File: config.mk
export PLATFORM = sky130hd
export DESIGN_NAME = nmtr_store
export DESIGN_NICKNAME = d
export VERILOG_FILES = /design/src/hw/rtl/nmtr_pkg.sv /design/src/hw/rtl/nmtr_store.sv
export SDC_FILE = /design/constraint.sdc
export NUM_CORES = 2
export LEC_CHECK = 0
export BUFFER_PORTS_ARGS = -buffer_cell sky130_fd_sc_hd__buf_2
export CAP_MARGIN = 10
export CORE_UTILIZATION = 63
export CTS_CLUSTER_DIAMETER = 50
export CTS_CLUSTER_SIZE = 16
export DETAILED_ROUTE_END_ITERATION = 16
export GPL_TIMING_DRIVEN = 0
export PLACE_DENSITY = 0.78
export SLEW_MARGIN = 20
export SYNTH_ARGS = -nofsm -noshare
export SYNTH_HDL_FRONTEND = slang
export SYNTH_SLANG_ARGS = --single-unit
export TNS_END_PERCENT = 1
File: constraint.sdc
create_clock -name clk -period 4.5 [get_ports clk]
set_input_delay 0.675 -clock clk [delete_from_list [all_inputs] [get_ports clk]]
set_output_delay 0.675 -clock clk [all_outputs]
set_load 0.02 [all_outputs]
File: src/hw/rtl/nmtr_pkg.sv
// Shared types, codes and constants for the nearest-marker table with removal.
// Used by every module of the block; depends on nothing.
package nmtr_pkg;

    localparam int TABLE_DEPTH = 64;
    localparam int ADDR_W      = (TABLE_DEPTH > 1) ? $clog2(TABLE_DEPTH) : 1;
    localparam int CNT_W       = $clog2(TABLE_DEPTH + 1);

    localparam int LAT_W      = 15;
    localparam int LON_W      = 16;
    localparam int PIX_W      = 12;
    localparam int ACTION_W   = 2;
    localparam int STATUS_W   = 2;
    localparam int CFG_IDX_W  = 2;
    localparam int ECOUNT_W   = 7;
    localparam int DIST_W     = 14;

    // Reset values of the map registers
    localparam int WIDTH_RST  = 360;
    localparam int HEIGHT_RST = 180;
    localparam int OFFSET_RST = 0;

    // Projection constants, hundredths of a degree
    localparam int LON_HALF = 18000;
    localparam int LON_SPAN = 36000;
    localparam int LAT_HALF = 9000;
    localparam int LAT_SPAN = 18000;

    // Row product is biased by FLOOR_OFS * LAT_SPAN so the divide sees a
    // non-negative value; FLOOR_OFS comes back off the quotient.
    localparam int FLOOR_OFS = 1680;
    localparam int Y_BIAS    = FLOOR_OFS * LAT_SPAN;

    // Exact divide by constant: floor(a / D) = (a * ceil(2^S / D)) >> S
    // for all a below 2^MUL_IN_W.
    localparam int MUL_IN_W      = 28;
    localparam int RECIP_W       = 29;
    localparam int PROD_W        = MUL_IN_W + RECIP_W;
    localparam int RECIP_X_SHIFT = 44;
    localparam int RECIP_Y_SHIFT = 43;
    localparam longint unsigned RECIP_X =
        ((64'd1 << RECIP_X_SHIFT) + 64'(LON_SPAN) - 64'd1) / 64'(LON_SPAN);
    localparam longint unsigned RECIP_Y =
        ((64'd1 << RECIP_Y_SHIFT) + 64'(LAT_SPAN) - 64'd1) / 64'(LAT_SPAN);
    localparam int YQ_W = 13;

    // Offset reduction divider
    localparam int WRAP_NUM_W = PIX_W + 1;
    localparam int WRAP_CNT_W = $clog2(WRAP_NUM_W + 1);

    typedef logic [ADDR_W-1:0]        addr_t;
    typedef logic [CNT_W-1:0]         cnt_t;
    typedef logic signed [LAT_W-1:0]  lat_t;
    typedef logic signed [LON_W-1:0]  lon_t;
    typedef logic [PIX_W-1:0]         pix_t;
    typedef logic [DIST_W-1:0]        dist_t;

    typedef enum logic [ACTION_W-1:0] {
        ACT_APPEND = 2'd0,
        ACT_REMOVE = 2'd1,
        ACT_CLEAR  = 2'd2
    } action_t;

    typedef enum logic [STATUS_W-1:0] {
        ST_DONE  = 2'd0,
        ST_FULL  = 2'd1,
        ST_EMPTY = 2'd2
    } status_t;

    typedef enum logic [CFG_IDX_W-1:0] {
        CFG_WIDTH  = 2'd0,
        CFG_HEIGHT = 2'd1,
        CFG_OFFSET = 2'd2
    } cfg_idx_t;

    typedef enum logic [2:0] {
        S_IDLE,
        S_WRAP,
        S_SCAN,
        S_DRAIN,
        S_SHIFT
    } state_t;

    typedef struct packed {
        logic  en;
        addr_t addr;
        lat_t  lat;
        lon_t  lon;
    } mem_wr_t;

    typedef struct packed {
        pix_t width;
        pix_t height;
        pix_t wrap;
        pix_t tx;
        pix_t ty;
    } proj_cfg_t;

    typedef struct packed {
        logic  valid;
        addr_t idx;
        lat_t  lat;
        lon_t  lon;
        dist_t distance;
    } cand_t;

endpackage

File: src/hw/rtl/nmtr_store.sv
// Marker table storage: one synchronous RAM of latitude/longitude pairs.
// One write port, one read port with registered read data. Uses nmtr_pkg.
module nmtr_store import nmtr_pkg::*;
(
    input  logic    clk,
    input  mem_wr_t wr,
    input  logic    rd_en,
    input  addr_t   rd_addr,
    output lat_t    rd_lat,
    output lon_t    rd_lon
);

    logic [LAT_W+LON_W-1:0] mem [TABLE_DEPTH];
    logic [LAT_W+LON_W-1:0] rd_data_reg;

    always_ff @(posedge clk)
    begin
        if (wr.en)
        begin
            mem[wr.addr] <= {wr.lat, wr.lon};
        end
    end

    always_ff @(posedge clk)
    begin
        if (rd_en)
        begin
            rd_data_reg <= mem[rd_addr];
        end
    end

    assign rd_lat = lat_t'(rd_data_reg[LAT_W+LON_W-1:LON_W]);
    assign rd_lon = lon_t'(rd_data_reg[LON_W-1:0]);

endmodule

==> results.yml <==
synth:
  ys.flop_type: "edfxtp_1"
  avgSynthCellArea_um2: 22.4
  yosysUniqueCellTypes: 32
  async_flop_share_pct: 0
  synth_fp_nets: 3464
  ys_seq_elements: 2015
  yosys_warnings: 0
  synth_area_um2: 76600
  synth_edf_count: 2015
  postSynthCellCount: 3418
  synth_seq_area_share_pct: 79.0
detailed_routing:
  ant_nets: 0
  routed_wl_mm: 199
  drc: 0
  dr_total_vias: 38352
  first_iter_violations: 6080
  drtPass1Iterations: 10
  post_drt_wl_per_cell_um: 36.7
  avgViaCountPerCell: 7.08
placed_design:
  place_inst: 5170
  dpl.hpwl_mm: 121
  io_buffers: 68
  place.gp.congestion: 0.906
cts:
  cts_resized: 0
  cts_setup_buffers: 0
  cts_tree: "yes"
  cts-buffers-inserted: 158
  clock_path_buffers: 3
  cts-root-buf: "clkbuf_16"
  ctsHtreeMaxLevel: 4
  cts.reportedPaths.clkPinSlew_ps: 70
  hold_buffers: 0
  insertion_delay_ps: 800
  cts_sinks: 2015
setup_path:
  path_class: "in -> reg"
  cp_data_arrival_time_ps: 4450
  cp_top_family: "buffers and inverters"
  critPathLaunchType: "input port"
  critPathBufInv: 3
  slowest_delay_ps: 980
  crit_slowest_cell: "o31ai_1"
  crit_path_frequent_cell: "clkbuf_1"
  crit_chain: "buf_2 -> clkbuf_1 -> nand3b_1 -> clkbuf_1 -> o22ai_1 -> o31ai_1 -> and3_1"
  critPathCaptureType: "register"
  cp_max_fo: 10
  cp.required_ps: 5090
power:
  power_switching_mw: 7.82
  powerDensity_nw_per_um2: 425
  p_leak_nw: 27.3
  combPwrFrac_pct: 5.7
  seq_power_share_pct: 57.0
  power_report.internal_total_mw: 28.8
  power_frac_clock_pct: 37.4
  ir_worst_vdd_uv: 442
  power_switching_share_pct: 21.4
die:
  die_area_um2: 123000
  start_util_pct: 63.7
  io_pins: 77
  core-area_um2: 120000
  row_count: 127
  die_h_um: 351
  die_w_um: 351
global_routing:
  grt_usage_pct: 33.0
  grt_use_met1_pct: 42.7
  grt_antenna_before_repair: 22
  grt_util_met2_pct: 52.2
  overflow: 0
  grt_max_degree: 65
  grt_pass1_wl_mm: 278
  grt_most_used_layer: "met2"
  grt_pass1_vias: 38162
  met3_usage_pct: 8.44
cells_and_area:
  fin_cells: 5414
  nets: 3766
  area_delta_synth_final_pct: 12.5
  drive_gt1_share_pct: 25.2
  largest_reg_flops: 1984
timing:
  finalHoldViolCount: 0
  worst_pin_slew_ps: 1170
  timing.final.crit_share_pct: 85.7
  relSlewSlack_pct: 21.1
  whs_ps: 339
  setup_viol: 0
  min_period_ps: 3860
  slew_violations: 0
  fin_skew_ps: 30.3
  fmax_ghz: 0.259
  rsz0062_at_grt: "no"
run_status:
  status: "completed"
job:
  cap_violations: 0
min_path:
  min-delay-path-class: "in -> reg"
through the flow:
| step | power (mW) | TNS (ps) | utilization [%] | setup slack (ps) | instance area [um2] |
|---|---|---|---|---|---|
| 3_5_place_dp | 23.3 | -485 | 67.5 | -108 | 81200 |
| 6_report | 36.6 | 0 | 71.6 | 644 | 86200 |
| 4_1_cts | 36.6 | 0 | 71.5 | 725 | 86000 |
| 2_1_floorplan | 22.3 | 0 | - | 736 | 76600 |
| 5_1_grt | 37.3 | 0 | 71.6 | 663 | 86100 |
| 3_3_place_gp | 23.1 | -276820 | 65.7 | -1560 | 79000 |
cells in the mapped netlist (6+ instances only):
| cell | instances | area share (%) |
|---|---|---|
| mux2_2 | 7 | 0.10 |
| mux4_2 | 403 | 12 |
| nor3_1 | 7 | 0.046 |
| nor2_1 | 77 | 0.38 |
| nand2_1 | 10 | 0.049 |
| a31oi_1 | 52 | 0.42 |
| clkbuf_1 | 79 | 0.39 |
| o31ai_1 | 26 | 0.25 |
| o22ai_1 | 85 | 0.69 |
| a22oi_1 | 104 | 1.0 |
| o21ai_0 | 52 | 0.34 |
| edfxtp_1 | 2015 | 79 |
| buf_2 | 78 | 0.51 |
| nor2b_1 | 6 | 0.049 |
| and3_1 | 26 | 0.21 |
| buf_4 | 24 | 0.24 |
| a21o_1 | 26 | 0.25 |
| buf_1 | 12 | 0.059 |
| nand3_1 | 6 | 0.039 |
| mux2i_1 | 295 | 3.9 |
worst register-to-register path, cell delays in order, from the launching register on:
cell	delay [ps]
edfxtp_1	350
mux4_2	240
mux2i_1	90
a21o_1	230
o31ai_1	940
and3_1	440
kinds of logic (layout without fill, tap and decap cells):
kind of cell | after synthesis | in the layout | share of synthesized area [%]
other cells | 0 | 10 | 0
compound gates | 352 | 352 | 3.05
flops | 2015 | 2015 | 79.0
buf+inv | 195 | 569 | 1.22
mux | 705 | 705 | 15.8
simple gates | 151 | 151 | 0.949
final timing paths:
| kind | cells after the start | slack, ps | to | start |
|---|---|---|---|---|
| setup / recovery | 7 | 640 | rd_data_reg[27] | rd_addr[3] |
| hold / removal | 1 | 340 | mem[16][24] | wr[24] |
| setup reg to reg | 5 | 2000 | rd_data_reg[27] | mem[36][27] |
| hold reg to reg | 5 | 950 | rd_data_reg[4] | mem[26][4] |
per-layer routing:
layer	vias to the layer above	part of all wire, %
met1	19840	34
met3	559	12
met4	14	5.9
met2	2864	48
met5	-	0.051
li1	15075	-
cells in the final DEF, fill, tap and decap left out, drive strengths merged, types with 52 or more instances in the layout:
cell type,instances
edfxtp,2015
mux4,403
mux2i,295
clkbuf,260
buf,258
a22oi,104
o22ai,85
nor2,77
a31oi,52
o21ai,52
area by class of cell:
| type | instances | area (um2) |
|---|---|---|
| sequential | 2015 | 60500 |
| clock inverter | 51 | 578 |
| buffer | 195 | 936 |
| tap | 1612 | 2020 |
| fill | 6593 | 34100 |
| antenna | 10 | 25.0 |
| multi-input combinational | 1208 | 15700 |
| clock buffer | 181 | 4270 |
| timing repair buffer | 142 | 2070 |
power groups by stage:
stage               Sequential [mW]  Combinational (mW)  Clock (mW)
global placement               21.3                1.89           0
CTS                            20.8                2.02        13.7
detailed placement             21.3                1.99           0
floorplan                      21.3               0.980           0
finish                         20.8                2.07        13.7
global route                   20.8                2.12        14.3
No activity file was read; power rests on OpenSTA's default activity.
