**config.mk**
```make
export PLATFORM = sky130hd
export DESIGN_NAME = nmtr_proj
export DESIGN_NICKNAME = d
export VERILOG_FILES = /design/src/hw/rtl/nmtr_pkg.sv /design/src/hw/rtl/nmtr_proj.sv
export SDC_FILE = /design/constraint.sdc
export NUM_CORES = 2
export LEC_CHECK = 0
export ABC_CLOCK_PERIOD_IN_PS = 8400
export BUFFER_PORTS_ARGS = -buffer_cell sky130_fd_sc_hd__clkbuf_2
export CAP_MARGIN = 20
export CORE_MARGIN = 3
export CORE_UTILIZATION = 60
export DETAILED_ROUTE_END_ITERATION = 10
export PLACE_DENSITY = 0.77
export SYNTH_ARGS = -nofsm -noshare
export SYNTH_HDL_FRONTEND = slang
export SYNTH_SLANG_ARGS = --single-unit
```
**constraint.sdc**
```tcl
create_clock -name clk -period 8.4 [get_ports clk]
set_clock_uncertainty 0.15 [all_clocks]
set_input_delay 1.68 -clock clk [delete_from_list [all_inputs] [get_ports clk]]
set_output_delay 1.68 -clock clk [all_outputs]
set_load 0.01 [all_outputs]
```
**src/hw/rtl/nmtr_pkg.sv**
```systemverilog
// Shared types, codes and constants for the nearest-marker table with removal.
// Used by every module of the block; depends on nothing.
package nmtr_pkg;

    localparam int TABLE_DEPTH = 64;
    localparam int ADDR_W      = (TABLE_DEPTH > 1) ? $clog2(TABLE_DEPTH) : 1;
    localparam int CNT_W       = $clog2(TABLE_DEPTH + 1);

    localparam int LAT_W      = 15;
    localparam int LON_W      = 16;
    localparam int PIX_W      = 12;
    localparam int ACTION_W   = 2;
    localparam int STATUS_W   = 2;
    localparam int CFG_IDX_W  = 2;
    localparam int ECOUNT_W   = 7;
    localparam int DIST_W     = 14;

    // Reset values of the map registers
    localparam int WIDTH_RST  = 360;
    localparam int HEIGHT_RST = 180;
    localparam int OFFSET_RST = 0;

    // Projection constants, hundredths of a degree
    localparam int LON_HALF = 18000;
    localparam int LON_SPAN = 36000;
    localparam int LAT_HALF = 9000;
    localparam int LAT_SPAN = 18000;

    // Row product is biased by FLOOR_OFS * LAT_SPAN so the divide sees a
    // non-negative value; FLOOR_OFS comes back off the quotient.
    localparam int FLOOR_OFS = 1680;
    localparam int Y_BIAS    = FLOOR_OFS * LAT_SPAN;

    // Exact divide by constant: floor(a / D) = (a * ceil(2^S / D)) >> S
    // for all a below 2^MUL_IN_W.
    localparam int MUL_IN_W      = 28;
    localparam int RECIP_W       = 29;
    localparam int PROD_W        = MUL_IN_W + RECIP_W;
    localparam int RECIP_X_SHIFT = 44;
    localparam int RECIP_Y_SHIFT = 43;
    localparam longint unsigned RECIP_X =
        ((64'd1 << RECIP_X_SHIFT) + 64'(LON_SPAN) - 64'd1) / 64'(LON_SPAN);
    localparam longint unsigned RECIP_Y =
        ((64'd1 << RECIP_Y_SHIFT) + 64'(LAT_SPAN) - 64'd1) / 64'(LAT_SPAN);
    localparam int YQ_W = 13;

    // Offset reduction divider
    localparam int WRAP_NUM_W = PIX_W + 1;
    localparam int WRAP_CNT_W = $clog2(WRAP_NUM_W + 1);

    typedef logic [ADDR_W-1:0]        addr_t;
    typedef logic [CNT_W-1:0]         cnt_t;
    typedef logic signed [LAT_W-1:0]  lat_t;
    typedef logic signed [LON_W-1:0]  lon_t;
    typedef logic [PIX_W-1:0]         pix_t;
    typedef logic [DIST_W-1:0]        dist_t;

    typedef enum logic [ACTION_W-1:0] {
        ACT_APPEND = 2'd0,
        ACT_REMOVE = 2'd1,
        ACT_CLEAR  = 2'd2
    } action_t;

    typedef enum logic [STATUS_W-1:0] {
        ST_DONE  = 2'd0,
        ST_FULL  = 2'd1,
        ST_EMPTY = 2'd2
    } status_t;

    typedef enum logic [CFG_IDX_W-1:0] {
        CFG_WIDTH  = 2'd0,
        CFG_HEIGHT = 2'd1,
        CFG_OFFSET = 2'd2
    } cfg_idx_t;

    typedef enum logic [2:0] {
        S_IDLE,
        S_WRAP,
        S_SCAN,
        S_DRAIN,
        S_SHIFT
    } state_t;

    typedef struct packed {
        logic  en;
        addr_t addr;
        lat_t  lat;
        lon_t  lon;
    } mem_wr_t;

    typedef struct packed {
        pix_t width;
        pix_t height;
        pix_t wrap;
        pix_t tx;
        pix_t ty;
    } proj_cfg_t;

    typedef struct packed {
        logic  valid;
        addr_t idx;
        lat_t  lat;
        lon_t  lon;
        dist_t distance;
    } cand_t;

endpackage

```
**src/hw/rtl/nmtr_proj.sv**
```systemverilog
// Four-stage projection and Manhattan distance pipeline, one marker per cycle.
// Divides by 36000 and 18000 through exact reciprocal multiplies. Uses nmtr_pkg.
module nmtr_proj import nmtr_pkg::*;
(
    input  logic      clk,
    input  logic      rst_n,
    input  logic      in_valid,
    input  addr_t     in_idx,
    input  lat_t      in_lat,
    input  lon_t      in_lon,
    input  proj_cfg_t cfg,
    output cand_t     cand
);

    // stage 1: longitude folded into one turn, both products
    logic signed [LON_W+1:0]   lon_sum;
    logic [LON_W-1:0]          lon_mod;
    logic signed [LAT_W+1:0]   lat_diff;
    logic [MUL_IN_W-1:0]       x_prod_next;
    logic signed [29:0]        y_prod_next;

    logic                      v1_reg, v2_reg, v3_reg, v4_reg;
    addr_t                     idx1_reg, idx2_reg, idx3_reg, idx4_reg;
    lat_t                      lat1_reg, lat2_reg, lat3_reg, lat4_reg;
    lon_t                      lon1_reg, lon2_reg, lon3_reg, lon4_reg;
    logic [MUL_IN_W-1:0]       x_prod_reg;
    logic signed [29:0]        y_prod_reg;

    assign lon_sum  = (LON_W+2)'(in_lon) + (LON_W+2)'(LON_HALF);
    assign lat_diff = (LAT_W+2)'(LAT_HALF) - (LAT_W+2)'(in_lat);

    always_comb
    begin
        if (lon_sum < 0)
        begin
            lon_mod = LON_W'(lon_sum + (LON_W+2)'(LON_SPAN));
        end
        else if (lon_sum >= (LON_W+2)'(LON_SPAN))
        begin
            lon_mod = LON_W'(lon_sum - (LON_W+2)'(LON_SPAN));
        end
        else
        begin
            lon_mod = LON_W'(lon_sum);
        end
    end

    assign x_prod_next = MUL_IN_W'(cfg.width) * MUL_IN_W'(lon_mod);
    assign y_prod_next = 30'($signed({1'b0, cfg.height})) * 30'(lat_diff);

    // stage 2: reciprocal multiplies
    logic [MUL_IN_W-1:0] y_biased;
    logic [PROD_W-1:0]   x_quot_prod;
    logic [PROD_W-1:0]   y_quot_prod;
    pix_t                xm_next, xm_reg;
    logic [YQ_W-1:0]     yq_next, yq_reg;

    assign y_biased    = MUL_IN_W'(y_prod_reg + 30'(Y_BIAS));
    assign x_quot_prod = PROD_W'(x_prod_reg) * PROD_W'(RECIP_X);
    assign y_quot_prod = PROD_W'(y_biased) * PROD_W'(RECIP_Y);
    assign xm_next     = x_quot_prod[RECIP_X_SHIFT +: PIX_W];
    assign yq_next     = y_quot_prod[RECIP_Y_SHIFT +: YQ_W];

    // stage 3: horizontal rotation and bias removal
    logic [PIX_W:0]            x_sum;
    pix_t                      x_next, x_reg;
    logic signed [YQ_W:0]      y_next, y_reg;

    assign x_sum  = (PIX_W+1)'(xm_reg) + (PIX_W+1)'(cfg.wrap);
    assign x_next = (x_sum >= (PIX_W+1)'(cfg.width)) ?
                    PIX_W'(x_sum - (PIX_W+1)'(cfg.width)) : PIX_W'(x_sum);
    assign y_next = $signed({1'b0, yq_reg}) - (YQ_W+1)'(FLOOR_OFS);

    // stage 4: Manhattan distance to the target
    logic signed [PIX_W:0]     dx;
    logic signed [YQ_W+1:0]    dy;
    pix_t                      dx_mag;
    logic [YQ_W-1:0]           dy_mag;
    dist_t                     dist_next, dist_reg;

    assign dx     = $signed({1'b0, x_reg}) - $signed({1'b0, cfg.tx});
    assign dy     = (YQ_W+2)'(y_reg) - $signed({3'b000, cfg.ty});
    assign dx_mag = dx[PIX_W] ? PIX_W'(-dx) : PIX_W'(dx);
    assign dy_mag = dy[YQ_W+1] ? YQ_W'(-dy) : YQ_W'(dy);
    assign dist_next = DIST_W'(dx_mag) + DIST_W'(dy_mag);

    always_ff @(posedge clk or negedge rst_n)
    begin
        if (!rst_n)
        begin
            v1_reg <= 1'b0;
            v2_reg <= 1'b0;
            v3_reg <= 1'b0;
            v4_reg <= 1'b0;
        end
        else
        begin
            v1_reg <= in_valid;
            v2_reg <= v1_reg;
            v3_reg <= v2_reg;
            v4_reg <= v3_reg;
        end
    end

    always_ff @(posedge clk)
    begin
        idx1_reg   <= in_idx;
        lat1_reg   <= in_lat;
        lon1_reg   <= in_lon;
        x_prod_reg <= x_prod_next;
        y_prod_reg <= y_prod_next;

        idx2_reg   <= idx1_reg;
        lat2_reg   <= lat1_reg;
        lon2_reg   <= lon1_reg;
        xm_reg     <= xm_next;
        yq_reg     <= yq_next;

        idx3_reg   <= idx2_reg;
        lat3_reg   <= lat2_reg;
        lon3_reg   <= lon2_reg;
        x_reg      <= x_next;
        y_reg      <= y_next;

        idx4_reg   <= idx3_reg;
        lat4_reg   <= lat3_reg;
        lon4_reg   <= lon3_reg;
        dist_reg   <= dist_next;
    end

    assign cand.valid    = v4_reg;
    assign cand.idx      = idx4_reg;
    assign cand.lat      = lat4_reg;
    assign cand.lon      = lon4_reg;
    assign cand.distance = dist_reg;

endmodule

```
==> run_results.csv <==
group,metric,value,unit
outcome,status,"finished clean",
synthesis,syn_area,47000,µm²
setup_path,r2r-start,"y_prod_reg[8]$_DFF_P_",
clock_network,cts_htree_levels,1,
synthesis,synth_cells,4820,
setup_path,ff2ff_path_depth,28,
min_path,whs_path_depth,0,
detailed_routing,drc,0,
synthesis,yosysWarnings,0,
synthesis,ys_ff_latch,273,
clock_network,root_buffer,"clkbuf_16",
global_routing,grt_pass1_wl,177,mm
synthesis,synth_top_cell_by_area,"fa_1",
min_path,hold_path.class,"reg2reg",
floorplanning,io_pins,152,
synthesis,async_reset_ff_share,1.47,%
cells_and_area,syn_to_final_growth,10.1,%
clock_network,post_cts.repair.setup_buffers,0,
synthesis,synth.distinct_cells,81,
clock_network,clkLatencyLatePin,0.63,ns
synthesis,synth_area_leaders,"fa_1 35%, ha_1 22%, dfxtp_1 11%",
min_path,hold_path_startpoint,"lon1_reg[14]$_DFF_P_",
placed_design,hpwl,91.8,mm
setup_path,cp_slowest_stage_delay,0.52,ns
detailed_routing,antenna_left,0,
detailed_routing,drt_iter0_drc,1558,
floorplanning,die_area,81700,µm²
detailed_routing,via_per_inst,5.29,
floorplanning,rows,101,
min_path,worstHoldEndpoint,"lon2_reg[14]$_DFF_P_",
floorplanning,start_util,61.2,%
setup_path,r2r_slack,0.44,ns
clock_network,cts_tree,"done",
synthesis,synth.most_common_cell,"inv_1",
timing,slew_violations,0,
clock_network,post_cts_hold_buffer_count,0,
synthesis,synthTopCellsByCount,"1287 x inv_1, 844 x ha_1, 830 x fa_1, 281 x nand2_1, 269 x dfxtp_1",
setup_path,crit_fanout,8,
setup_path,worst_setup_path_start_kind,"input pin",
cells_and_area,drive_above_1_share,9.50,%
synthesis,seq_area_frac_synth,11.7,%
detailed_routing,detail_route.wl_per_cell,17.0,µm
setup_path,cp_common_cell,"fa_1",
setup_path,worstReg2RegEnd,"yq_reg[11]$_DFF_P_",
global_routing,antenna_found_initial,5,
clock_network,post_cts_resized,0,
timing,setup_viol,0,
detailed_routing,vias,32930,
setup_path,arrival,8.48,ns
timing,fin_crit,8.15,ns
detailed_routing,first_pass_iters,5,
cells_and_area,layout.nets,6940,
global_routing,grt_pass1_vias,35904,
placed_design,io_buffer_count,151,
setup_path,criticalPathCategory,"in2reg",
timing,max_slew.worst_pin.slew,0.821,ns
global_routing,grt.total_usage,26.8,%
run,drv_cap,0,
placed_design,finalWeightedCongestion,0.941,
timing,max_freq,123,MHz
timing,period_share,97.0,%
setup_path,crit_path_end_kind,"flop",
global_routing,gr-total-overflow,0,
synthesis,synth_top_area_share,35.4,%
detailed_routing,drt-total-wl,106,mm
synthesis,synthFlopType,"dfxtp_1",
floorplanning,die_h,286,µm
setup_path,required,8.74,ns
synthesis,avgSynthCellArea,9.75,µm²
timing,holdWs,0.173,ns
floorplanning,fp.dieW,286,µm
synthesis,synthesis.nets,6594,
clock_network,clock_path_buffers,3,
clock_network,path_clk_slew,0.06,ns
clock_network,cts_made_buffers,31,
synthesis,synth_edf_count,0,
setup_path,cp_slowest_cell,"fa_1",
floorplanning,core_area,76700,µm²
timing,relSlewSlack,45.2,%
timing,hold_viol,0,
clock_network,clock_sinks,273,
global_routing,grt_max_degree,18,
## worst max-delay path, delay by kind of cell
| kind | cells | cell delay (ns) |
|---|---|---|
| AO/OA/AOI/OAI | 10 | 2.27 |
| XOR/XNOR | 2 | 0.44 |
| buffers and inverters | 6 | 0.66 |
| adder cells (fa/ha/maj) | 8 | 3.28 |
| AND/OR/NAND/NOR | 2 | 0.16 |
## placed cells by master (no fill, tap or decap), types with 6 or more instances in the layout
cell type	n
clkbuf_2	151
nand4_1	21
nand3_1	45
mux2i_1	7
a41oi_1	7
clkbuf_16	31
o211ai_1	24
nand2b_1	27
and3_1	18
o21a_1	23
o31ai_1	9
nor3_1	57
a31oi_1	29
nor4_1	6
or3_1	20
o21bai_1	13
a211oi_1	24
and2_1	157
nor2_1	109
xor2_1	63
a211o_1	6
or2_2	10
a21o_1	68
a21oi_1	148
xnor2_1	133
inv_8	6
mux2_2	11
ha_1	843
nor2b_1	19
nor3b_1	8
fa_1	830
o21ai_0	71
buf_4	234
dfxtp_1	269
nand2_1	281
inv_1	1287
## metrics by stage
step	instances	setup WS [ns]	instance area (µm²)	TNS, ns	utilization (%)
after detailed placement	6162	-0.341	50500	-2.11	65.9
after global placement	6161	-0.199	50500	-0.817	65.8
after floorplan	4820	0.0000551	47000	0	-
after CTS	6220	0.0355	51700	0	67.4
after global routing	6222	-0.0193	51700	-0.0324	67.4
final	6222	0.254	51700	0	67.4
## how the worst max path moves through the flow
stage / startpoint / to / slack (ns) / depth (start not counted)
final: in_lon[4] / x_prod_reg[27]$_DFF_P_ / 0.25 / 28
after global routing: y_prod_reg[8]$_DFF_P_ / yq_reg[10]$_DFF_P_ / -0.02 / 28
after CTS: y_prod_reg[8]$_DFF_P_ / yq_reg[12]$_DFF_P_ / 0.04 / 28
after detailed placement: in_lon[4] / x_prod_reg[26]$_DFF_P_ / -0.34 / 28
after global placement: in_lon[4] / x_prod_reg[27]$_DFF_P_ / -0.20 / 30
after floorplan: in_lon[4] / x_prod_reg[27]$_DFF_P_ / 0.00006 / 28
## cell type report
type                    count  area (µm²)
flip-flops and latches    273        5490
fillers                  5967       25000
repair buffers            386        2530
clock inverters            20         297
well taps                1030        1290
inverters                1287        4830
clock buffers              38         852
diodes                      1        2.50
multi-input cells        3187       36400
## metal layers
metal  global-route usage, %  up-vias  wire length (µm)
li1                        -    15676                 -
met4                    7.00        4              2980
met2                    46.0      898             50400
met5                       0        -                27
met3                    5.08      192              7360
met1                    35.0    16160             44800
## cells by family (layout without fill, tap and decap cells)
kind of cell | Yosys count | after routing | synth area share, %
flops | 273 | 273 | 11.7
fa+ha+maj | 1674 | 1674 | 57.8
xor+xnor | 199 | 199 | 3.73
mux | 18 | 18 | 0.413
compound gates | 500 | 500 | 7.05
buf+inv | 1360 | 1731 | 10.9
other cells | 0 | 1 | 0
simple gates | 796 | 796 | 8.36
Power is left out: the tool's default activity adds up to more than one toggle a clock period on the data nets, which glitch-free logic cannot reach.
