$ cat src/hw/rtl/nmtr_pkg.sv
// Shared types, codes and constants for the nearest-marker table with removal.
// Used by every module of the block; depends on nothing.
package nmtr_pkg;

    localparam int TABLE_DEPTH = 64;
    localparam int ADDR_W      = (TABLE_DEPTH > 1) ? $clog2(TABLE_DEPTH) : 1;
    localparam int CNT_W       = $clog2(TABLE_DEPTH + 1);

    localparam int LAT_W      = 15;
    localparam int LON_W      = 16;
    localparam int PIX_W      = 12;
    localparam int ACTION_W   = 2;
    localparam int STATUS_W   = 2;
    localparam int CFG_IDX_W  = 2;
    localparam int ECOUNT_W   = 7;
    localparam int DIST_W     = 14;

    // Reset values of the map registers
    localparam int WIDTH_RST  = 360;
    localparam int HEIGHT_RST = 180;
    localparam int OFFSET_RST = 0;

    // Projection constants, hundredths of a degree
    localparam int LON_HALF = 18000;
    localparam int LON_SPAN = 36000;
    localparam int LAT_HALF = 9000;
    localparam int LAT_SPAN = 18000;

    // Row product is biased by FLOOR_OFS * LAT_SPAN so the divide sees a
    // non-negative value; FLOOR_OFS comes back off the quotient.
    localparam int FLOOR_OFS = 1680;
    localparam int Y_BIAS    = FLOOR_OFS * LAT_SPAN;

    // Exact divide by constant: floor(a / D) = (a * ceil(2^S / D)) >> S
    // for all a below 2^MUL_IN_W.
    localparam int MUL_IN_W      = 28;
    localparam int RECIP_W       = 29;
    localparam int PROD_W        = MUL_IN_W + RECIP_W;
    localparam int RECIP_X_SHIFT = 44;
    localparam int RECIP_Y_SHIFT = 43;
    localparam longint unsigned RECIP_X =
        ((64'd1 << RECIP_X_SHIFT) + 64'(LON_SPAN) - 64'd1) / 64'(LON_SPAN);
    localparam longint unsigned RECIP_Y =
        ((64'd1 << RECIP_Y_SHIFT) + 64'(LAT_SPAN) - 64'd1) / 64'(LAT_SPAN);
    localparam int YQ_W = 13;

    // Offset reduction divider
    localparam int WRAP_NUM_W = PIX_W + 1;
    localparam int WRAP_CNT_W = $clog2(WRAP_NUM_W + 1);

    typedef logic [ADDR_W-1:0]        addr_t;
    typedef logic [CNT_W-1:0]         cnt_t;
    typedef logic signed [LAT_W-1:0]  lat_t;
    typedef logic signed [LON_W-1:0]  lon_t;
    typedef logic [PIX_W-1:0]         pix_t;
    typedef logic [DIST_W-1:0]        dist_t;

    typedef enum logic [ACTION_W-1:0] {
        ACT_APPEND = 2'd0,
        ACT_REMOVE = 2'd1,
        ACT_CLEAR  = 2'd2
    } action_t;

    typedef enum logic [STATUS_W-1:0] {
        ST_DONE  = 2'd0,
        ST_FULL  = 2'd1,
        ST_EMPTY = 2'd2
    } status_t;

    typedef enum logic [CFG_IDX_W-1:0] {
        CFG_WIDTH  = 2'd0,
        CFG_HEIGHT = 2'd1,
        CFG_OFFSET = 2'd2
    } cfg_idx_t;

    typedef enum logic [2:0] {
        S_IDLE,
        S_WRAP,
        S_SCAN,
        S_DRAIN,
        S_SHIFT
    } state_t;

    typedef struct packed {
        logic  en;
        addr_t addr;
        lat_t  lat;
        lon_t  lon;
    } mem_wr_t;

    typedef struct packed {
        pix_t width;
        pix_t height;
        pix_t wrap;
        pix_t tx;
        pix_t ty;
    } proj_cfg_t;

    typedef struct packed {
        logic  valid;
        addr_t idx;
        lat_t  lat;
        lon_t  lon;
        dist_t distance;
    } cand_t;

endpackage

$ cat src/hw/rtl/nmtr_wrap.sv
// Bit-serial remainder unit: (offset + width/2) mod width, one bit per cycle.
// Uses nmtr_pkg.
module nmtr_wrap import nmtr_pkg::*;
(
    input  logic                  clk,
    input  logic                  rst_n,
    input  logic                  start,
    input  logic [WRAP_NUM_W-1:0] dividend,
    input  pix_t                  divisor,
    output logic                  done,
    output pix_t                  remainder
);

    logic                  run_reg, run_next;
    logic                  done_reg, done_next;
    logic [WRAP_CNT_W-1:0] cnt_reg, cnt_next;
    logic [WRAP_NUM_W-1:0] num_reg, num_next;
    pix_t                  rem_reg, rem_next;
    logic [WRAP_NUM_W-1:0] trial;
    logic [WRAP_NUM_W-1:0] trial_sub;

    assign trial     = {rem_reg, num_reg[WRAP_NUM_W-1]};
    assign trial_sub = (trial >= {1'b0, divisor}) ? (trial - {1'b0, divisor}) : trial;

    always_comb
    begin
        run_next  = run_reg;
        done_next = 1'b0;
        cnt_next  = cnt_reg;
        num_next  = num_reg;
        rem_next  = rem_reg;
        if (start)
        begin
            run_next = 1'b1;
            cnt_next = WRAP_CNT_W'(WRAP_NUM_W);
            num_next = dividend;
            rem_next = '0;
        end
        else if (run_reg)
        begin
            rem_next = trial_sub[PIX_W-1:0];
            num_next = {num_reg[WRAP_NUM_W-2:0], 1'b0};
            cnt_next = cnt_reg - 1'b1;
            if (cnt_reg == WRAP_CNT_W'(1))
            begin
                run_next  = 1'b0;
                done_next = 1'b1;
            end
        end
    end

    always_ff @(posedge clk or negedge rst_n)
    begin
        if (!rst_n)
        begin
            run_reg  <= 1'b0;
            done_reg <= 1'b0;
            cnt_reg  <= '0;
        end
        else
        begin
            run_reg  <= run_next;
            done_reg <= done_next;
            cnt_reg  <= cnt_next;
        end
    end

    always_ff @(posedge clk)
    begin
        num_reg <= num_next;
        rem_reg <= rem_next;
    end

    assign done      = done_reg;
    assign remainder = rem_reg;

endmodule

$ cat config.mk
export PLATFORM = sky130hd
export DESIGN_NAME = nmtr_wrap
export DESIGN_NICKNAME = d
export VERILOG_FILES = /design/src/hw/rtl/nmtr_pkg.sv /design/src/hw/rtl/nmtr_wrap.sv
export SDC_FILE = /design/constraint.sdc
export NUM_CORES = 1
export LEC_CHECK = 0
export BUFFER_PORTS_ARGS = -buffer_cell sky130_fd_sc_hd__clkbuf_2
export CORE_MARGIN = 3
export CORE_UTILIZATION = 30
export CTS_CLUSTER_DIAMETER = 30
export CTS_CLUSTER_SIZE = 20
export DETAILED_ROUTE_END_ITERATION = 7
export GPL_TIMING_DRIVEN = 1
export HOLD_SLACK_MARGIN = 0.06
export PLACE_DENSITY = 0.6
export RECOVER_POWER = 100
export SLEW_MARGIN = 0
export SYNTH_ARGS = -nofsm -noshare
export SYNTH_HDL_FRONTEND = slang
export SYNTH_SLANG_ARGS = --single-unit
$ cat constraint.sdc
create_clock -name clk -period 2.65 [get_ports clk]
set_input_delay 0.1325 -clock clk [delete_from_list [all_inputs] [get_ports clk]]
set_output_delay 0.1325 -clock clk [all_outputs]
set_load 0.02 [all_outputs]
==> flow_summary.json, run 1 <==
{
  "fin_skew_ns": 0.00419,
  "cts_buffers": 5,
  "syn_nets": 242,
  "postSynthCellCount": 199,
  "critPathKind": "reg2reg",
  "setup_violations": 0,
  "peakVddDrop_mv": 0.202,
  "ctsResizeCount": 0,
  "tightest_slew_ns": 0.981,
  "cts_setup_buffers": 0,
  "start_util": 0.315,
  "rsz0062_at_grt": "false",
  "syn_area_per_cell_sq_um": 10.2,
  "dieWidth_um": 88.3,
  "seqPwrFrac": 0.450,
  "synth_top_area_frac": 0.192,
  "ys.warnings.count": 0,
  "yosys-top-cells-area": "edfxtp_1 (19%), dfxtp_1 (12%), ha_1 (8.6%)",
  "end_kind": "register",
  "p_int_uw": 927,
  "cp.arrival_ns": 2.59,
  "power.leakage_uw": 0.000989,
  "setup_tns_ns": 0,
  "synth-main-ff-cell": "edfxtp_1",
  "syn2layout_area_growth_pct": 17.2,
  "core.rowCount": 29,
  "maxCapViolations": 0,
  "grt_pass1_wl_mm": 6.98,
  "final_max_slew_viol_count": 0,
  "grt_pass1_vias": 1488,
  "cts_hold_buf": 1,
  "syn_area_sq_mm": 0.00203,
  "finalNetCount": 284,
  "ys_ff_latch": 31,
  "clock_sinks": 31,
  "async_flop_share": 0.194,
  "h-tree-depth": 2,
  "diodes": 0,
  "timing.slew.headroom": 0.346,
  "synth_cell_types": 47,
  "clkLatencyLatePin_ns": 0.28,
  "drc_errors": 0,
  "yosysSeqAreaShare": 0.384,
  "post-route-period-util": 0.912,
  "synth_area_leader_cell": "edfxtp_1",
  "cts_tree": "done",
  "total_power_uw": 1220,
  "powerDensity_mw_per_mm2": 510,
  "dpl.hpwl_mm": 3.21,
  "drive_gt1_frac": 0.219,
  "clk_root_buffer_cell": "clkbuf_8",
  "firstDrtPassIters": 4,
  "crit_path_max_fanout": 3,
  "hold_viol": 0,
  "seq_area_sq_um": 781,
  "io_buffers": 40,
  "drtAntennaViolNets": 0,
  "fillers": 680,
  "wl_per_cell_um": 13.0,
  "drt_iter0_drc": 60,
  "switchingPower_uw": 289,
  "status": "finished, final reports clean",
  "fp.dieH_um": 88.3,
  "multi_input_area_sq_mm": 0.00113,
  "die-area_sq_mm": 0.00780,
  "vias": 1545,
  "largest_reg_flops": 13,
  "worstRegToRegCells": 10,
  "io_pins": 41,
  "cp.required_ns": 2.82,
  "fmax_mhz": 414,
  "via_per_inst": 4.84,
  "cts.path.max_buffers": 2,
  "grt_overflow": 0,
  "fin_crit_ns": 2.42,
  "start_kind": "register",
  "antenna_found_initial": 0,
  "grt_use_total": 0.115,
  "fp.coreArea_sq_mm": 0.00646,
  "power_frac_comb": 0.153,
  "clk_pin_slew_ns": 0.07,
  "pwr-share-clk": 0.397,
  "hold_depth": 2,
  "switching_share": 0.238,
  "gp_congestion": 0.877,
  "synth_edf_count": 13,
  "hold_path.class": "in2reg",
  "grt_max_degree": 22,
  "routed_wl_mm": 4.16
}
cells by family after synthesis:
| family | after synthesis | share of synthesized area |
|---|---|---|
| multiplexers | 20 | 0.107 |
| buffers and inverters | 25 | 0.0498 |
| adder cells (fa/ha/maj) | 15 | 0.0960 |
| AO/OA/AOI/OAI | 43 | 0.175 |
| flip-flops | 31 | 0.384 |
| AND/OR/NAND/NOR | 54 | 0.140 |
| XOR/XNOR | 11 | 0.0474 |
worst paths after layout:
kind                            slack (ns)             to     startpoint
worst max-delay path                  0.23   remainder[8]    num_reg[12]
worst min-delay path                  0.14     num_reg[0]    dividend[0]
worst max register to register        0.23   remainder[8]    num_reg[12]
worst min register to register        0.51  remainder[11]  remainder[11]
max in group asynchronous             2.14     cnt_reg[1]          rst_n
min in group asynchronous             0.26     cnt_reg[2]          rst_n
layout make-up:
| type | instances | area share |
|---|---|---|
| clock buffers | 6 | 0.0346 |
| clock inverters | 2 | 0.0147 |
| inverters | 17 | 0.0268 |
| multi-input cells | 143 | 0.472 |
| flip-flops and latches | 31 | 0.328 |
| well taps | 77 | 0.0404 |
| repair buffers | 43 | 0.0835 |
worst max-delay path, stage by stage, from the launching register on:
cell and delay, ns:
edfxtp_1 0.35, inv_1 0.07, ha_1 0.18, inv_1 0.06, fa_1 0.39, a21o_1 0.23, a221oi_1 0.37, a21oi_1 0.14
nor2_2 0.11, xnor2_1 0.07, a311o_1 0.34
synthesized netlist by cell type (2+ instances only):
cell and n:
ha_1 14, inv_1 17, nor2_1 15, nor2b_1 3
dfrtp_1 6, clkbuf_1 6, or3b_2 2, a211oi_1 7
nand2_1 7, a311o_1 3, a21oi_1 7, xnor2_1 10
mux2_1 2, edfxtp_1 13, nor2_2 2, a21o_1 4
o21ai_0 5, nor3_1 7, nand2b_1 7, nor3b_1 3
a211oi_2 3, mux2_2 12, mux2i_1 6, and3_1 2
dfxtp_1 12, o21bai_1 3
power groups by stage:
| stage | Clock [uW] | Sequential [uW] | Combinational (uW) |
|---|---|---|---|
| finish | 483 | 547 | 186 |
| global route | 519 | 551 | 212 |
| floorplan | 0 | 559 | 137 |
| CTS | 496 | 548 | 196 |
| global placement | 0 | 557 | 191 |
| detailed placement | 0 | 558 | 193 |
per-layer routing:
metal	vias to the layer above	global-route usage	routed length (um)
met3	6	0.0261	127
met2	27	0.175	1980
met5	-	0	0
met4	0	0.0467	55
met1	713	0.158	2000
li1	799	-	-
cell usage in the layout (no fill, tap or decap), types with 4 or more instances in the layout:
cell type | Yosys | final
a21oi_1 | 7 | 8
clkbuf_2 | 0 | 25
inv_1 | 17 | 17
nand2b_1 | 7 | 7
nand2_1 | 7 | 7
clkbuf_8 | 0 | 6
dfrtp_1 | 6 | 6
a211oi_1 | 7 | 9
dfxtp_1 | 12 | 12
mux2_2 | 12 | 11
nor3_1 | 7 | 7
clkbuf_1 | 6 | 17
o21ai_0 | 5 | 5
xnor2_1 | 10 | 10
mux2i_1 | 6 | 6
edfxtp_1 | 13 | 13
a21o_1 | 4 | 4
ha_1 | 14 | 14
nor2_1 | 15 | 15
metrics by stage:
stage	utilization	instances	setup slack, ns	hold slack, ns	cell area (sq um)
final	0.369	319	0.233	0.140	2380
after floorplan	-	199	0.472	-0.163	2030
after detailed placement	0.357	310	0.315	-0.0302	2310
after CTS	0.377	319	0.304	0.133	2430
after global placement	0.357	310	0.336	-0.0300	2310
after global routing	0.369	319	0.0970	0.139	2380
Note: power is estimated with default switching activity, not from simulation.
==> inputs of run 2 (changes only) <==
--- a/config.mk
+++ b/config.mk
@@ -6,7 +6,7 @@
 export NUM_CORES = 1
 export LEC_CHECK = 0
 export BUFFER_PORTS_ARGS = -buffer_cell sky130_fd_sc_hd__clkbuf_2
-export CORE_MARGIN = 3
+export CORE_MARGIN = 2
 export CORE_UTILIZATION = 30
 export CTS_CLUSTER_DIAMETER = 30
 export CTS_CLUSTER_SIZE = 20
@@ -15,6 +15,7 @@
 export HOLD_SLACK_MARGIN = 0.06
 export PLACE_DENSITY = 0.6
 export RECOVER_POWER = 100
+export REMOVE_ABC_BUFFERS = 1
 export SLEW_MARGIN = 0
 export SYNTH_ARGS = -nofsm -noshare
 export SYNTH_HDL_FRONTEND = slang
==> constraint.sdc (replaced) <==
create_clock -name clk -period 3.1 [get_ports clk]
set_input_delay 0.155 -clock clk [delete_from_list [all_inputs] [get_ports clk]]
set_output_delay 0.155 -clock clk [all_outputs]
set_load 0.02 [all_outputs]
==> run 2 against run 1 <==
  * Critical path depth is 3 lower
  * Maximum frequency is 5.5% lower
  * First-iteration DRC count is 43% higher
  * Via count is 0.84% higher
  * Clock-buffer cell count stayed put
  * Global-route usage hardly changed
  * Largest cell class unchanged
  * Combinational power is 13% lower
  * Hold slack better by 0.017 ns
  * The run now ends with capacitance limit, slew limit left
  * Design area is 1.3% lower
  * Register-to-register slack better by 0.31 ns
  * Clock skew is 0.0020 ns higher
==> flow_summary.json, run 2 (synthesis gave the netlist of run 1 again) <==
{
  "status": "complete, but fails checks",
  "violations": "capacitance limit, slew limit",
  "power_frac_comb": 0.171,
  "cp.arrival_ns": 2.75,
  "routed_wl_mm": 4.14,
  "antenna_found_initial": 0,
  "cp.required_ns": 3.29,
  "fin_skew_ns": 0.00622,
  "grt_pass1_wl_mm": 6.80,
  "grt_overflow": 0,
  "r2r_start": "remainder[4]",
  "fin_crit_ns": 2.56,
  "hold_viol": 0,
  "cts_tree": "done",
  "start_kind": "register",
  "drt_iter0_drc": 86,
  "maxCapViolations": 1,
  "final_max_slew_viol_count": 36,
  "powerDensity_mw_per_mm2": 400,
  "drive_gt1_frac": 0.225,
  "drtAntennaViolNets": 0,
  "layout_common_cells": "clkbuf_2 (25), inv_1 (17), clkbuf_1 (16), nor2_1 (15), ha_1 (14)",
  "fmax_mhz": 391,
  "largest_reg_flops": 13,
  "hold_path.class": "in2reg",
  "io_buffers": 40,
  "h-tree-depth": 2,
  "grt_use_total": 0.115,
  "switchingPower_uw": 253,
  "start_util": 0.304,
  "vias": 1558,
  "via_per_inst": 4.87,
  "tightest_slew_ns": 1.64,
  "fp.dieH_um": 86.3,
  "cts_buffers": 5,
  "clk_pin_slew_ns": 0.07,
  "syn2layout_area_growth_pct": 15.7,
  "power.leakage_uw": 0.000972,
  "cp_cell_sequence": "ha_1, nand4_1, a21oi_1, o31ai_1, a21oi_2, mux2_1, a211oi_2",
  "clk_root_buffer_cell": "clkbuf_8",
  "grt_pass1_vias": 1448,
  "seqPwrFrac": 0.498,
  "crit_path_max_fanout": 16,
  "mostFrequentLayoutCell": "clkbuf_2",
  "cpLargestDelayFamily": "compound AO/OA/AOI/OAI gates",
  "reg2reg_to": "remainder[0]",
  "switching_share": 0.269,
  "fillers": 702,
  "rsz0062_at_grt": "false",
  "peakVddDrop_mv": 0.149,
  "pwr-share-clk": 0.331,
  "gp_congestion": 0.773,
  "core.rowCount": 30,
  "die-area_sq_mm": 0.00745,
  "post-route-period-util": 0.825,
  "clock_sinks": 31,
  "diodes": 0,
  "fp.coreArea_sq_mm": 0.00668,
  "placed_area_sq_mm": 0.00230,
  "setup_tns_ns": 0,
  "finalNetCount": 282,
  "path_buf_inv": 0,
  "wl_per_cell_um": 12.9,
  "slowest_stage": "a21oi_2",
  "worstRegToRegCells": 7,
  "slowest_delay_ns": 0.72,
  "hp-start": "dividend[0]",
  "hold_depth": 2,
  "drc_errors": 0,
  "dpl.hpwl_mm": 3.01,
  "end_kind": "register",
  "setup_violations": 0,
  "dieWidth_um": 86.3,
  "io_pins": 41,
  "grt_max_degree": 36,
  "cts.path.max_buffers": 2,
  "worstHoldEndpoint": "num_reg[0]",
  "r2r_slack_ns": 0.54,
  "firstDrtPassIters": 4,
  "critPathKind": "reg2reg",
  "timing.slew.headroom": -0.0902,
  "finish.instance_area_sq_mm": 0.00235,
  "p_int_uw": 688,
  "clkLatencyLatePin_ns": 0.28
}
==> run 2: changes by cell type in the layout (fill, tap and decap cells not counted) <==
cell	previous run	this run
a221oi_2	0	1
clkbuf_8	6	5
clkinv_1	0	1
clkbuf_1	17	16
a21oi_4	1	0
bufinv_16	1	0
a21oi_2	0	1
a221oi_1	1	0
a211oi_1	9	7
a211oi_2	1	3
==> run 2: layout make-up <==
class,instances,area [sq um],share of cell area
tap,80,100,0.0426
timing repair buffer,41,191,0.0814
inverter,17,63.8,0.0271
clock inverter,2,8.76,0.00372
clock buffer,6,72.6,0.0309
sequential,31,781,0.332
multi-input combinational,143,1130,0.482
==> run 2: routing by layer <==
metal,GRT usage,wire [um],up-vias
met3,0.0248,186,4
met1,0.154,1960,725
met2,0.181,1950,31
li1,-,-,798
met4,0.0426,46,0
met5,0,0,-
==> run 2: stage by stage <==
step                      instances  power, uW   util  hold WS, ns  worst slack (ns)
after floorplan                 191        589      -       -0.141             0.922
after global placement          311        637  0.344     -0.00675             0.830
after detailed placement        311        642  0.344     -0.00743             0.795
after CTS                       320        958  0.357        0.152             0.776
after global routing            320        987  0.352        0.164             0.343
final                           320        941  0.352        0.157             0.541
==> run 2: how the worst max path moves through the flow <==
stage                 startpoint            to  slack (ns)  cells past startpoint
finish              remainder[4]  remainder[0]        0.54                      7
global route        remainder[4]  remainder[0]        0.34                      7
CTS                 remainder[4]  remainder[0]        0.78                      7
detailed placement  remainder[4]  remainder[0]        0.80                      7
global placement     num_reg[12]  remainder[8]        0.83                     10
floorplan            num_reg[12]  remainder[8]        0.92                     10
==> run 2: power by group through the flow <==
stage	combinational, uW	sequential [uW]	clock [uW]
6_report	161	469	311
5_1_grt	183	472	332
4_1_cts	166	469	323
3_5_place_dp	164	478	0
3_3_place_gp	161	476	0
2_1_floorplan	111	479	0
==> run 2: what timing repair did <==
item	in CTS	in global routing
gates resized for setup	0	0
setup buffers	0	0
endpoints found under the hold margin	6	0
hold buffers	1	0
